--- config.mk ---
export PLATFORM = sky130hd
export DESIGN_NAME = integer_to_ascii_radix_top
export DESIGN_NICKNAME = d
export VERILOG_FILES = /design/src/hw/rtl/i2ar_pkg.sv /design/src/hw/rtl/integer_to_ascii_radix_top.sv /design/src/hw/rtl/i2ar_ram.sv /design/src/hw/rtl/i2ar_divider.sv
export SDC_FILE = /design/constraint.sdc
export NUM_CORES = 1
export LEC_CHECK = 0
export BUFFER_PORTS_ARGS = -buffer_cell sky130_fd_sc_hd__buf_2
export CAP_MARGIN = 0
export CORE_MARGIN = 2
export CORE_UTILIZATION = 60
export CTS_BUF_LIST = sky130_fd_sc_hd__clkbuf_16
export CTS_CLUSTER_SIZE = 30
export DETAILED_ROUTE_END_ITERATION = 10
export PLACE_DENSITY = 0.84
export SETUP_SLACK_MARGIN = 0.02
export SYNTH_ARGS = -nofsm -noshare
export SYNTH_HDL_FRONTEND = slang
export SYNTH_SLANG_ARGS = --single-unit
--- constraint.sdc ---
create_clock -name clk -period 19.65 [get_ports clk]
set_clock_uncertainty 0.1 [all_clocks]
set_input_delay 3.93 -clock clk [delete_from_list [all_inputs] [get_ports clk]]
set_output_delay 3.93 -clock clk [all_outputs]
set_load 0.005 [all_outputs]
--- src/hw/rtl/i2ar_pkg.sv ---
`timescale 1ns / 1ps
`default_nettype none

package i2ar_pkg;

    // Value and digit geometry
    localparam int VALUE_WIDTH = 64;
    localparam int MAX_DIGITS  = 64;
    localparam int DIGIT_W     = 4;
    localparam int ADDR_W      = $clog2(MAX_DIGITS);
    localparam int COUNT_W     = $clog2(MAX_DIGITS + 1);
    localparam int CHAR_W      = 7;

    // Divider: quotient bits retired per cycle
    localparam int STEP_BITS   = 8;
    localparam int DIV_CYCLES  = (VALUE_WIDTH + STEP_BITS - 1) / STEP_BITS;
    localparam int PAD_W       = DIV_CYCLES * STEP_BITS;
    localparam int DIV_CNT_W   = $clog2(DIV_CYCLES + 1);

    // Configuration registers
    localparam int RADIX_W     = 5;
    localparam int CFG_IDX_W   = 2;
    localparam logic [CFG_IDX_W-1:0] CFG_RADIX  = 2'd0;
    localparam logic [CFG_IDX_W-1:0] CFG_SIGNED = 2'd1;
    localparam logic [RADIX_W-1:0]   RADIX_RESET = 5'd10;
    localparam logic [RADIX_W-1:0]   RADIX_MIN   = 5'd2;
    localparam logic [RADIX_W-1:0]   RADIX_MAX   = 5'd16;

    // ASCII offsets: '0' for digits, '7' so that 10 maps to 'A'
    localparam logic [CHAR_W-1:0] CHAR_ZERO  = 7'd48;
    localparam logic [CHAR_W-1:0] CHAR_ALPHA = 7'd55;
    localparam logic [DIGIT_W-1:0] DEC_LIMIT = 4'd10;

    typedef struct packed {
        logic                   done;
        logic [VALUE_WIDTH-1:0] quotient;
        logic [DIGIT_W-1:0]     remainder;
    } div_result_t;

    function automatic logic [RADIX_W-1:0] effective_radix(input logic [RADIX_W-1:0] r);
        logic [RADIX_W-1:0] res;
        if (r < RADIX_MIN)
            res = RADIX_MIN;
        else if (r > RADIX_MAX)
            res = RADIX_MAX;
        else
            res = r;
        return res;
    endfunction

    function automatic logic [CHAR_W-1:0] digit_char(input logic [DIGIT_W-1:0] d);
        logic [CHAR_W-1:0] dx;
        dx = {{(CHAR_W - DIGIT_W){1'b0}}, d};
        return (d < DEC_LIMIT) ? (dx + CHAR_ZERO) : (dx + CHAR_ALPHA);
    endfunction

endpackage

`default_nettype wire

--- src/hw/rtl/integer_to_ascii_radix_top.sv ---
`timescale 1ns / 1ps
`default_nettype none

// Integer to ASCII converter. Each number transfer is turned into its digits
// in the base held in the radix register (2..16; 0 and 1 act as 2, 17..31 as
// 16), sent one character per out transfer, most significant first, with
// 'A'..'F' for digit values 10..15 and is_last on the final digit. Zero gives
// a single '0'. With signed_mode set the number is read as two's complement
// and only the digits of its magnitude are sent (no minus sign). One number
// is in flight at a time: in_stall stays high from the accepting edge until
// the last character has transferred. Each digit of the value goes through
// the shared divider (launch, the division steps, then storing the remainder
// in the digit store), then each character goes through a digit-store read,
// the output load and the transfer, which out_stall can hold; a 64-bit value
// in base 2, with the most digits, is the worst case. Configuration writes are
// always ready but must only be issued while the block is idle.
module integer_to_ascii_radix_top (
    input  wire logic                            clk,
    input  wire logic                            rst_n,
    // configuration write channel
    input  wire logic                            cfg_valid,
    output logic                                 cfg_ready,
    input  wire logic [i2ar_pkg::CFG_IDX_W-1:0]   cfg_index,
    input  wire logic [i2ar_pkg::RADIX_W-1:0]     cfg_data,
    // number input
    input  wire logic                            in_valid,
    output logic                                 in_stall,
    input  wire logic [i2ar_pkg::VALUE_WIDTH-1:0] number,
    // character output
    output logic                                 out_valid,
    input  wire logic                            out_stall,
    output logic      [i2ar_pkg::CHAR_W-1:0]      ascii_char,
    output logic                                 is_last
);
    import i2ar_pkg::*;

    // sequencer states
    localparam logic [2:0] ST_IDLE  = 3'd0;  // waiting for a number
    localparam logic [2:0] ST_START = 3'd1;  // launch divider on quotient_reg
    localparam logic [2:0] ST_DIV   = 3'd2;  // divider busy
    localparam logic [2:0] ST_READ  = 3'd3;  // digit-store read issued
    localparam logic [2:0] ST_LOAD  = 3'd4;  // read data into output register
    localparam logic [2:0] ST_OUT   = 3'd5;  // character waiting for transfer

    logic [2:0]             state_reg, state_next;
    logic [RADIX_W-1:0]     radix_reg, radix_next;
    logic                   signed_reg, signed_next;
    logic [VALUE_WIDTH-1:0] quotient_reg, quotient_next;
    logic [COUNT_W-1:0]     digit_count_reg, digit_count_next;
    logic [ADDR_W-1:0]      rd_ptr_reg, rd_ptr_next;
    logic                   out_valid_reg, out_valid_next;
    logic [CHAR_W-1:0]      char_reg, char_next;
    logic                   last_reg, last_next;

    logic                   in_fire;
    logic                   cfg_fire;
    logic [VALUE_WIDTH-1:0] magnitude;
    logic                   div_start;
    div_result_t            div_res;
    logic                   ram_we;
    logic [DIGIT_W-1:0]     ram_rdata;

    assign cfg_ready = 1'b1;
    assign cfg_fire  = cfg_valid && cfg_ready;
    assign in_stall  = (state_reg != ST_IDLE);
    assign in_fire   = in_valid && !in_stall;

    // two's complement magnitude; the most negative value maps onto itself,
    // which read unsigned is exactly its magnitude
    always_comb
    begin
        if (signed_reg && number[VALUE_WIDTH-1])
            magnitude = ~number + 1'b1;
        else
            magnitude = number;
    end

    assign div_start = (state_reg == ST_START);
    assign ram_we    = (state_reg == ST_DIV) && div_res.done;

    i2ar_divider u_div (
        .clk      (clk),
        .rst_n    (rst_n),
        .start    (div_start),
        .dividend (quotient_reg),
        .divisor  (effective_radix(radix_reg)),
        .result   (div_res)
    );

    // digits land least significant first at address 0 upward,
    // and are read back from the top down
    i2ar_ram #(
        .WIDTH (DIGIT_W),
        .DEPTH (MAX_DIGITS)
    ) u_digits (
        .clk   (clk),
        .we    (ram_we),
        .waddr (digit_count_reg[ADDR_W-1:0]),
        .wdata (div_res.remainder),
        .raddr (rd_ptr_reg),
        .rdata (ram_rdata)
    );

    always_comb
    begin
        state_next       = state_reg;
        radix_next       = radix_reg;
        signed_next      = signed_reg;
        quotient_next    = quotient_reg;
        digit_count_next = digit_count_reg;
        rd_ptr_next      = rd_ptr_reg;
        out_valid_next   = out_valid_reg;
        char_next        = char_reg;
        last_next        = last_reg;

        if (cfg_fire)
        begin
            if (cfg_index == CFG_RADIX)
                radix_next = cfg_data;
            else if (cfg_index == CFG_SIGNED)
                signed_next = cfg_data[0];
        end

        unique case (state_reg)
            ST_IDLE:
            begin
                if (in_fire)
                begin
                    quotient_next    = magnitude;
                    digit_count_next = '0;
                    state_next       = ST_START;
                end
            end
            ST_START:
            begin
                state_next = ST_DIV;
            end
            ST_DIV:
            begin
                if (div_res.done)
                begin
                    quotient_next    = div_res.quotient;
                    digit_count_next = digit_count_reg + 1'b1;
                    // stop at a zero quotient or a full digit store
                    if ((div_res.quotient == '0) ||
                        (digit_count_reg == COUNT_W'(MAX_DIGITS - 1)))
                    begin
                        rd_ptr_next = digit_count_reg[ADDR_W-1:0];
                        state_next  = ST_READ;
                    end
                    else
                    begin
                        state_next = ST_START;
                    end
                end
            end
            ST_READ:
            begin
                state_next = ST_LOAD;
            end
            ST_LOAD:
            begin
                char_next      = digit_char(ram_rdata);
                last_next      = (rd_ptr_reg == '0);
                out_valid_next = 1'b1;
                state_next     = ST_OUT;
            end
            ST_OUT:
            begin
                if (!out_stall)
                begin
                    out_valid_next = 1'b0;
                    if (last_reg)
                    begin
                        state_next = ST_IDLE;
                    end
                    else
                    begin
                        rd_ptr_next = rd_ptr_reg - 1'b1;
                        state_next  = ST_READ;
                    end
                end
            end
            default:
            begin
                state_next     = ST_IDLE;
                out_valid_next = 1'b0;
            end
        endcase
    end

    always_ff @(posedge clk or negedge rst_n)
    begin
        if (!rst_n)
        begin
            state_reg       <= ST_IDLE;
            radix_reg       <= RADIX_RESET;
            signed_reg      <= 1'b0;
            quotient_reg    <= '0;
            digit_count_reg <= '0;
            rd_ptr_reg      <= '0;
            out_valid_reg   <= 1'b0;
        end
        else
        begin
            state_reg       <= state_next;
            radix_reg       <= radix_next;
            signed_reg      <= signed_next;
            quotient_reg    <= quotient_next;
            digit_count_reg <= digit_count_next;
            rd_ptr_reg      <= rd_ptr_next;
            out_valid_reg   <= out_valid_next;
        end
    end

    // output payload
    always_ff @(posedge clk)
    begin
        char_reg <= char_next;
        last_reg <= last_next;
    end

    assign out_valid  = out_valid_reg;
    assign ascii_char = char_reg;
    assign is_last    = last_reg;

endmodule

`default_nettype wire

--- src/hw/rtl/i2ar_ram.sv ---
`timescale 1ns / 1ps
`default_nettype none

module i2ar_ram #(
    parameter int WIDTH = 4,
    parameter int DEPTH = 64
) (
    input  wire logic                     clk,
    input  wire logic                     we,
    input  wire logic [$clog2(DEPTH)-1:0] waddr,
    input  wire logic [WIDTH-1:0]         wdata,
    input  wire logic [$clog2(DEPTH)-1:0] raddr,
    output logic      [WIDTH-1:0]         rdata
);

    logic [WIDTH-1:0] mem [DEPTH];

    always_ff @(posedge clk)
    begin
        if (we)
        begin
            mem[waddr] <= wdata;
        end
        rdata <= mem[raddr];
    end

endmodule

`default_nettype wire

--- src/hw/rtl/i2ar_divider.sv ---
`timescale 1ns / 1ps
`default_nettype none

// Long division of a value by a small radix, STEP_BITS quotient bits a cycle.
// done pulses one cycle; quotient and remainder hold until the next start.
module i2ar_divider (
    input  wire logic                            clk,
    input  wire logic                            rst_n,
    input  wire logic                            start,
    input  wire logic [i2ar_pkg::VALUE_WIDTH-1:0] dividend,
    input  wire logic [i2ar_pkg::RADIX_W-1:0]     divisor,
    output i2ar_pkg::div_result_t                 result
);
    import i2ar_pkg::*;

    logic                  busy_reg, busy_next;
    logic                  done_reg, done_next;
    logic [DIV_CNT_W-1:0]  cnt_reg, cnt_next;
    logic [PAD_W-1:0]      work_reg, work_next;
    logic [DIGIT_W-1:0]    rem_reg, rem_next;

    logic [PAD_W-1:0]      step_work;
    logic [DIGIT_W-1:0]    step_rem;

    // Shift-subtract over STEP_BITS bits; partial remainder stays below divisor
    always_comb
    begin
        logic [DIGIT_W:0] trial;
        logic [DIGIT_W:0] diff;
        step_work = work_reg;
        step_rem  = rem_reg;
        for (int i = 0; i < STEP_BITS; i++)
        begin
            trial     = {step_rem, step_work[PAD_W-1]};
            diff      = trial - divisor;
            step_work = {step_work[PAD_W-2:0], 1'b0};
            if (trial >= divisor)
            begin
                step_rem     = diff[DIGIT_W-1:0];
                step_work[0] = 1'b1;
            end
            else
            begin
                step_rem = trial[DIGIT_W-1:0];
            end
        end
    end

    always_comb
    begin
        busy_next = busy_reg;
        done_next = 1'b0;
        cnt_next  = cnt_reg;
        work_next = work_reg;
        rem_next  = rem_reg;
        if (start)
        begin
            busy_next = 1'b1;
            cnt_next  = '0;
            work_next = PAD_W'(dividend);
            rem_next  = '0;
        end
        else if (busy_reg)
        begin
            work_next = step_work;
            rem_next  = step_rem;
            cnt_next  = cnt_reg + 1'b1;
            if (cnt_reg == DIV_CNT_W'(DIV_CYCLES - 1))
            begin
                busy_next = 1'b0;
                done_next = 1'b1;
            end
        end
    end

    always_ff @(posedge clk or negedge rst_n)
    begin
        if (!rst_n)
        begin
            busy_reg <= 1'b0;
            done_reg <= 1'b0;
            cnt_reg  <= '0;
        end
        else
        begin
            busy_reg <= busy_next;
            done_reg <= done_next;
            cnt_reg  <= cnt_next;
        end
    end

    always_ff @(posedge clk)
    begin
        work_reg <= work_next;
        rem_reg  <= rem_next;
    end

    assign result.done      = done_reg;
    assign result.quotient  = work_reg[VALUE_WIDTH-1:0];
    assign result.remainder = rem_reg;

endmodule

`default_nettype wire

Yosys cells after proc, flatten, opt, wreduce, memory -nomap -nowiden:

Memories as Yosys holds them, arrays and structs flattened. A register that Yosys moved wholly into a read port is not among the register bits.
Cells that the tools add are included.

* order comparisons: 11
* mux-type cells: 51
* $add $sub $neg: 14
* reductions and logical operators: 20
* bitwise logic cells: 3
* equality and inequality tests: 13

Operators by type and width (number)
* $mux 64: 5
* $pmux 64 s2: 1
* $add 64x1->64 const B: 1
* $logic_not 64->1: 1
* $not 64->64: 1
* $ge 5x5->1: 8
* $mux 4: 10
* $sub 4x4->4: 8
* $mux 6: 4
* $mux 7: 3
* $pmux 3 s6: 1
* $mux 1: 17
* $add 4x6->7 const B: 2
* $pmux 7 s2: 1
* $pmux 6 s2: 1
* $mux 5: 2
* $mux 3: 3
* $reduce_and 3->1: 3
* $add 7x1->7 const B: 1
* $eq 7x6->1 const B: 1
* $eq 3x2->1 const B: 2
* $eq 3x3->1 const B: 2
* $logic_not 6->1: 1
* $ne 2x2->1 const B: 3
* 22 further kinds: 30

* memory bits (writable): 256
* bits in registers: 169
* memories: 1
* output and inout bits: 11
* bits of input ports: 76

Memory list
* u_digits.mem: words 64, width 4, rd ports 1, clocked after Yosys merged registers in 1, wr ports 1, RTL line i2ar_ram.sv:16 `logic [WIDTH-1:0] mem [DEPTH];`

Depth between registers and ports, before layout:

* depth in word-level cells: 21
* depth in mapped cells: 55

By module:

A second synthesis with hierarchy kept.

* cells, all modules: 1601
* area total of the unflattened synthesis: 21145.3 µm²

Modules (own cells, without submodules)
* i2ar_ram: area each 10407.5 µm², cells each 521, seq. area each 7767.4 µm², instances 1
* integer_to_ascii_radix_top: area each 5848.1 µm², cells each 678, seq. area each 2419.8 µm², instances 1
* i2ar_divider: area each 4889.7 µm², cells each 402, seq. area each 2152.1 µm², instances 1

Worst setup path before layout:

Ideal clock, no wire load.

* path type: register -> register
* start: reg radix_reg[3]
* end: reg u_div.rem_reg[3]
* path slack: 7819 ps
* clock period less this slack: 11831 ps
* arrival time: 11608 ps
* library setup time: 123 ps
* stages on the path, launching flop included: 49
* data required time: 19427 ps
* buffers on the path: 0
* cell sequence: dfstp_2 nor2_1 o21ai_0 ha_1 a21o_1 a21o_1 a21o_1 a21o_1 mux2i_1 inv_1 ha_1 a21oi_1 o21ai_0 a31oi_1 mux2_2 inv_1 ha_1 nor2b_1 (+13 left out) ha_1 or2_2 o22ai_1 mux2i_1 ha_1 a21o_1 a31oi_1 o21ai_1 inv_1 nor2_1 a21o_1 ha_1 a21oi_1 o21ai_0 nand3_1 nand2_1 o31ai_1 o31ai_1

* longest elaborated chain between the ends: 19

Ends and longest elaborated chain
* start, declared: RTL line integer_to_ascii_radix_top.sv:46 `logic [RADIX_W-1:0] radix_reg, radix_next;`
* start signal, assigned: RTL line integer_to_ascii_radix_top.sv:207 `radix_reg <= radix_next;`
* $gt 5x5->1: RTL line i2ar_pkg.sv:44 `else if (r > RADIX_MAX)`
* $mux 5: RTL line i2ar_pkg.sv:44
* $mux 5 (*): RTL line i2ar_pkg.sv:42 `if (r < RADIX_MIN)`
* $sub 4x4->4 or $ge 5x5->1 (tied branches): RTL line i2ar_divider.sv:35, i2ar_divider.sv:37
* $mux 4: RTL line i2ar_divider.sv:37 `if (trial >= divisor)`
* $sub 4x4->4 or $ge 5x5->1 (tied branches): RTL line i2ar_divider.sv:35, i2ar_divider.sv:37
* $mux 4: RTL line i2ar_divider.sv:37
* $sub 4x4->4 or $ge 5x5->1 (tied branches): RTL line i2ar_divider.sv:35, i2ar_divider.sv:37
* (+3 left out)
* $ge 5x5->1 or $sub 4x4->4 (tied branches): RTL line i2ar_divider.sv:37, i2ar_divider.sv:35
* $mux 4: RTL line i2ar_divider.sv:37
* $sub 4x4->4 or $ge 5x5->1 (tied branches): RTL line i2ar_divider.sv:35, i2ar_divider.sv:37
* $mux 4: RTL line i2ar_divider.sv:37
* $sub 4x4->4 or $ge 5x5->1 (tied branches): RTL line i2ar_divider.sv:35, i2ar_divider.sv:37
* $mux 4: RTL line i2ar_divider.sv:37
* $sub 4x4->4 or $ge 5x5->1 (tied branches): RTL line i2ar_divider.sv:35, i2ar_divider.sv:37
* $mux 4 (*): RTL line i2ar_divider.sv:37
* end signal, assigned: RTL line i2ar_divider.sv:95 `rem_reg <= rem_next;`
* end, declared: RTL line i2ar_divider.sv:20 `logic [DIGIT_W-1:0] rem_reg, rem_next;`

Mark *: on every way between the ends. The rest lies on a longest branch, timed or not.
A chain may end at the register's enable or synchronous reset.

Final worst setup path:

* start: reg radix_reg[4]
* end: reg u_div.rem_reg[0]

* longest elaborated chain between the ends: 19

Ends and longest elaborated chain (RTL line)
* $gt 5x5->1: i2ar_pkg.sv:44
* $mux 5: i2ar_pkg.sv:44
* $mux 5 (*): i2ar_pkg.sv:42
* $sub 4x4->4 or $ge 5x5->1 (tied branches): i2ar_divider.sv:35, i2ar_divider.sv:37
* $mux 4: i2ar_divider.sv:37
* $sub 4x4->4 or $ge 5x5->1 (tied branches): i2ar_divider.sv:35, i2ar_divider.sv:37
* $mux 4: i2ar_divider.sv:37
* $sub 4x4->4 or $ge 5x5->1 (tied branches): i2ar_divider.sv:35, i2ar_divider.sv:37
* (+3 left out)
* $ge 5x5->1 or $sub 4x4->4 (tied branches): i2ar_divider.sv:37, i2ar_divider.sv:35
* $mux 4: i2ar_divider.sv:37
* $sub 4x4->4 or $ge 5x5->1 (tied branches): i2ar_divider.sv:35, i2ar_divider.sv:37
* $mux 4: i2ar_divider.sv:37
* $sub 4x4->4 or $ge 5x5->1 (tied branches): i2ar_divider.sv:35, i2ar_divider.sv:37
* $mux 4: i2ar_divider.sv:37
* $ge 5x5->1: i2ar_divider.sv:37
* $mux 4 (*): i2ar_divider.sv:37

Marks and branches as above.

==> tab_implementation.tex <==
\begin{tabular}{lr}
\hline
Metric & Value \\
\hline
\multicolumn{2}{l}{\textbf{Floorplanning}} \\
\quad I/O pin total & 87 \\
\quad Core box area & 34400 µm² \\
\quad Die Y & 190 µm \\
\quad Die outline width & 190 µm \\
\quad Starting density of the core & 60.6\% \\
\quad Die Area & 36200 µm² \\
\quad Number of placement rows & 68 \\
\multicolumn{2}{l}{\textbf{Detailed routing}} \\
\quad Via density per instance & 6.47 \\
\quad Post-detailed-route wirelength per cell & 23.4 µm \\
\quad Routed WL & 52.6 mm \\
\quad First DRT Iteration DRCs & 1896 \\
\quad Count of unresolved DRC violations after routing & 0 \\
\quad Via total after detailed routing & 14514 \\
\quad Final antenna-violating net count & 0 \\
\quad Detailed Routing Iterations Pass 1 & 6 \\
\multicolumn{2}{l}{\textbf{Final layout}} \\
\quad Share of post-route cells with drive strength above 1 & 16.3\% \\
\quad Nets@finish & 1884 \\
\quad Max FFs per register & 256 \\
\quad Synth-to-Final Area Change & 10.2\% \\
\quad Final Core Density & 66.7\% \\
\multicolumn{2}{l}{\textbf{STA}} \\
\quad Relative slew margins & 15.4\% \\
\quad Final setup violation count & 0 \\
\quad Setup repair after global routing missed its margin & false \\
\quad Setup tns final & 0 ns \\
\quad Count of final max-slew check failures & 0 \\
\quad Timing-limited maximum frequency & 78.5 MHz \\
\quad Final worst path period need & 12.73 ns \\
\quad Fin crit share & 64.8\% \\
\quad Slew @ Worst Pin & 1.27 ns \\
\quad Hold violation total from the final report & 0 \\
\multicolumn{2}{l}{\textbf{Worst setup path}} \\
\quad Delay-heaviest family, CP & compound AO/OA/AOI/OAI gates \\
\quad Slowest cell on the critical path & o311a\_1 \\
\quad Origin of the critical flop-to-flop path & radix\_reg[4] \\
\quad Critical Path Source & radix\_reg[4] \\
\quad Worst stage delay on the critical path & 0.51 ns \\
\quad Worst path arrival time & 13.08 ns \\
\quad Buf/Inv on CP & 5 \\
\quad CP Data Required Time & 19.99 ns \\
\quad Highest fanout seen on the critical path & 13 \\
\quad Cell repeated most along the worst path & ha\_1 \\
\quad Capturing element type of the critical path & flip-flop \\
\quad Type of element launching the critical path & flip-flop \\
\quad Critical Setup Path Class & reg -> reg \\
\multicolumn{2}{l}{\textbf{CTS}} \\
\quad Maximum buffer depth of the clock tree & 3 \\
\quad Master cell of the clock root buffer & clkbuf\_16 \\
\quad Clock transition time at the flip-flop clock pins of the worst setup and hold paths & 0.06 ns \\
\quad Number of buffers added to fix hold violations after cts & 0 \\
\quad H-tree levels & 2 \\
\quad Post-CTS setup buffer count & 0 \\
\quad CTS tree & yes \\
\quad Source-to-sink clock delay at the later pin of the worst-skew pair & 0.55 ns \\
\quad Clock net sink count & 429 \\
\quad Count of cells resized by post-cts repair & 0 \\
\quad Clock buffers created by TritonCTS & 42 \\
\multicolumn{2}{l}{\textbf{Synthesis}} \\
\quad Syn Nets & 1827 \\
\quad Yosys top cell by area & edfxtp\_1 \\
\quad Synth cell count leaders & edfxtp\_1 (328), nand2\_1 (290), nor2\_1 (160) \\
\quad FF+latch count, synth & 429 \\
\quad Mapped Cells & 1697 \\
\quad Cell with the most instances after synthesis & edfxtp\_1 \\
\quad Cell Area, Synth & 20800 µm² \\
\quad Async set-reset flop share out of synthesis & 21.7\% \\
\quad Count of unique library cells instantiated by Yosys & 70 \\
\quad Leading cell types by total area after synthesis & edfxtp\_1 (47\%), dfrtp\_1 (11\%), mux4\_2 (8.7\%), nand2\_1 (5.2\%), nor2\_1 (2.9\%) \\
\quad Main flop type after synthesis & edfxtp\_1 \\
\quad Portion of the post-synthesis area used by sequential elements & 59.3\% \\
\quad Total of warnings raised by yosys & 0 \\
\quad Area fraction of the dominant cell type after synthesis & 47.3\% \\
\quad Number of synthesized flops with an enable pin & 328 \\
\quad Avg Synthesized Cell Area & 12.3 µm² \\
\multicolumn{2}{l}{\textbf{Placed design}} \\
\quad Final weighted congestion of routability-driven global placement & 0.892 \\
\quad Buffers added on ports & 85 \\
\quad Post-DP HPWL & 32.9 mm \\
\multicolumn{2}{l}{\textbf{Outcome}} \\
\quad Result of the run & complete, no violations \\
\multicolumn{2}{l}{\textbf{GRT}} \\
\quad Pin count of the biggest net entering global routing & 81 \\
\quad Overall track demand over capacity in global routing & 29.5\% \\
\quad Via count of the first global-routing pass & 14613 \\
\quad Grt total ovfl & 0 \\
\quad Antenna violations before repair & 4 \\
\quad First-pass GRT wire length & 81.8 mm \\
\multicolumn{2}{l}{\textbf{Hold path}} \\
\quad Hold path startpoint & quotient\_reg[5] \\
\quad Worst min-delay path category & reg -> reg \\
\multicolumn{2}{l}{\textbf{Flow run}} \\
\quad Max-capacitance violation count & 0 \\
\hline
\end{tabular}
cell usage in the layout (no fill, tap or decap), types with 14 or more instances in the layout:
cell | synthesis | layout
inv_1 | 43 | 49
nor4_1 | 22 | 22
a21oi_1 | 68 | 68
a31oi_1 | 17 | 17
a21o_1 | 14 | 14
o211ai_1 | 30 | 30
buf_2 | 4 | 84
o22ai_1 | 20 | 20
clkbuf_16 | 0 | 42
mux2_2 | 19 | 19
ha_1 | 46 | 46
dfrtp_1 | 91 | 89
xnor2_1 | 42 | 42
edfxtp_1 | 328 | 328
nor2_1 | 160 | 160
nor3_1 | 25 | 23
nand3_1 | 45 | 45
mux4_2 | 80 | 80
nand2_1 | 290 | 290
xor2_1 | 36 | 36
o21ai_0 | 88 | 87
buf_4 | 1 | 20
worst reg2reg max path: cells and delay by family (launching register included):
| kind | cells | cell delay (ns) |
|---|---|---|
| and+or+nand+nor | 7 | 0.96 |
| adders and majority gates | 8 | 2.46 |
| buffers and inverters | 5 | 0.81 |
| DFF | 1 | 0.35 |
| AOI/OAI and AO/OA | 26 | 5.85 |
| muxes | 6 | 2.10 |
layout make-up:
| type | count | area (µm²) |
|---|---|---|
| multi-input cells | 1134 | 7970 |
| fillers | 2359 | 11400 |
| clock inverters | 35 | 251 |
| well taps | 455 | 569 |
| flip-flops and latches | 429 | 12300 |
| diodes | 2 | 5.00 |
| inverters | 43 | 161 |
| repair buffers | 104 | 571 |
| clock buffers | 42 | 1050 |
per-stage QoR:
step	area (µm²)	cells	setup WS, ns	hold WS [ns]
after floorplan	20800	1697	7.82	0.350
after global placement	21600	2165	7.62	0.361
after detailed placement	21600	2165	7.03	0.370
after CTS	22900	2242	6.99	0.384
after global routing	22900	2242	5.85	0.412
final	22900	2244	6.92	0.379
worst paths after layout:
| kind | end | slack (ns) | cells past startpoint |
|---|---|---|---|
| hold / removal | quotient_reg[5] | 0.38 | 2 |
| hold reg to reg | quotient_reg[5] | 0.38 | 2 |
| max in group asynchronous | rd_ptr_reg[0] | 14.90 | 2 |
| min in group asynchronous | quotient_reg[33] | 3.25 | 1 |
| setup / recovery | u_div.rem_reg[0] | 6.92 | 52 |
| setup reg to reg | u_div.rem_reg[0] | 6.92 | 52 |
kinds of logic after synthesis:
logic type / after synthesis / share of synthesized area [%]
buf+inv: 134 / 2.49
other cells: 1 / 0.0180
flops: 429 / 59.3
fa+ha+maj: 54 / 3.53
compound gates: 278 / 8.18
simple gates: 613 / 13.0
mux: 110 / 10.2
xor+xnor: 78 / 3.28
routing by layer:
layer / global-route usage, % / part of all wire, % / wire length (µm) / vias up
met1: 37.3 / 36 / 19000 / 7019
met5: 0 / 0.078 / 41 / -
met2: 52.0 / 51 / 26800 / 923
li1: - / - / - / 6372
met4: 10.3 / 3.8 / 2010 / 6
met3: 4.69 / 8.8 / 4630 / 194
Power is left out: the tool's default activity adds up to more than one toggle a clock period on the data nets, which glitch-free logic cannot reach.
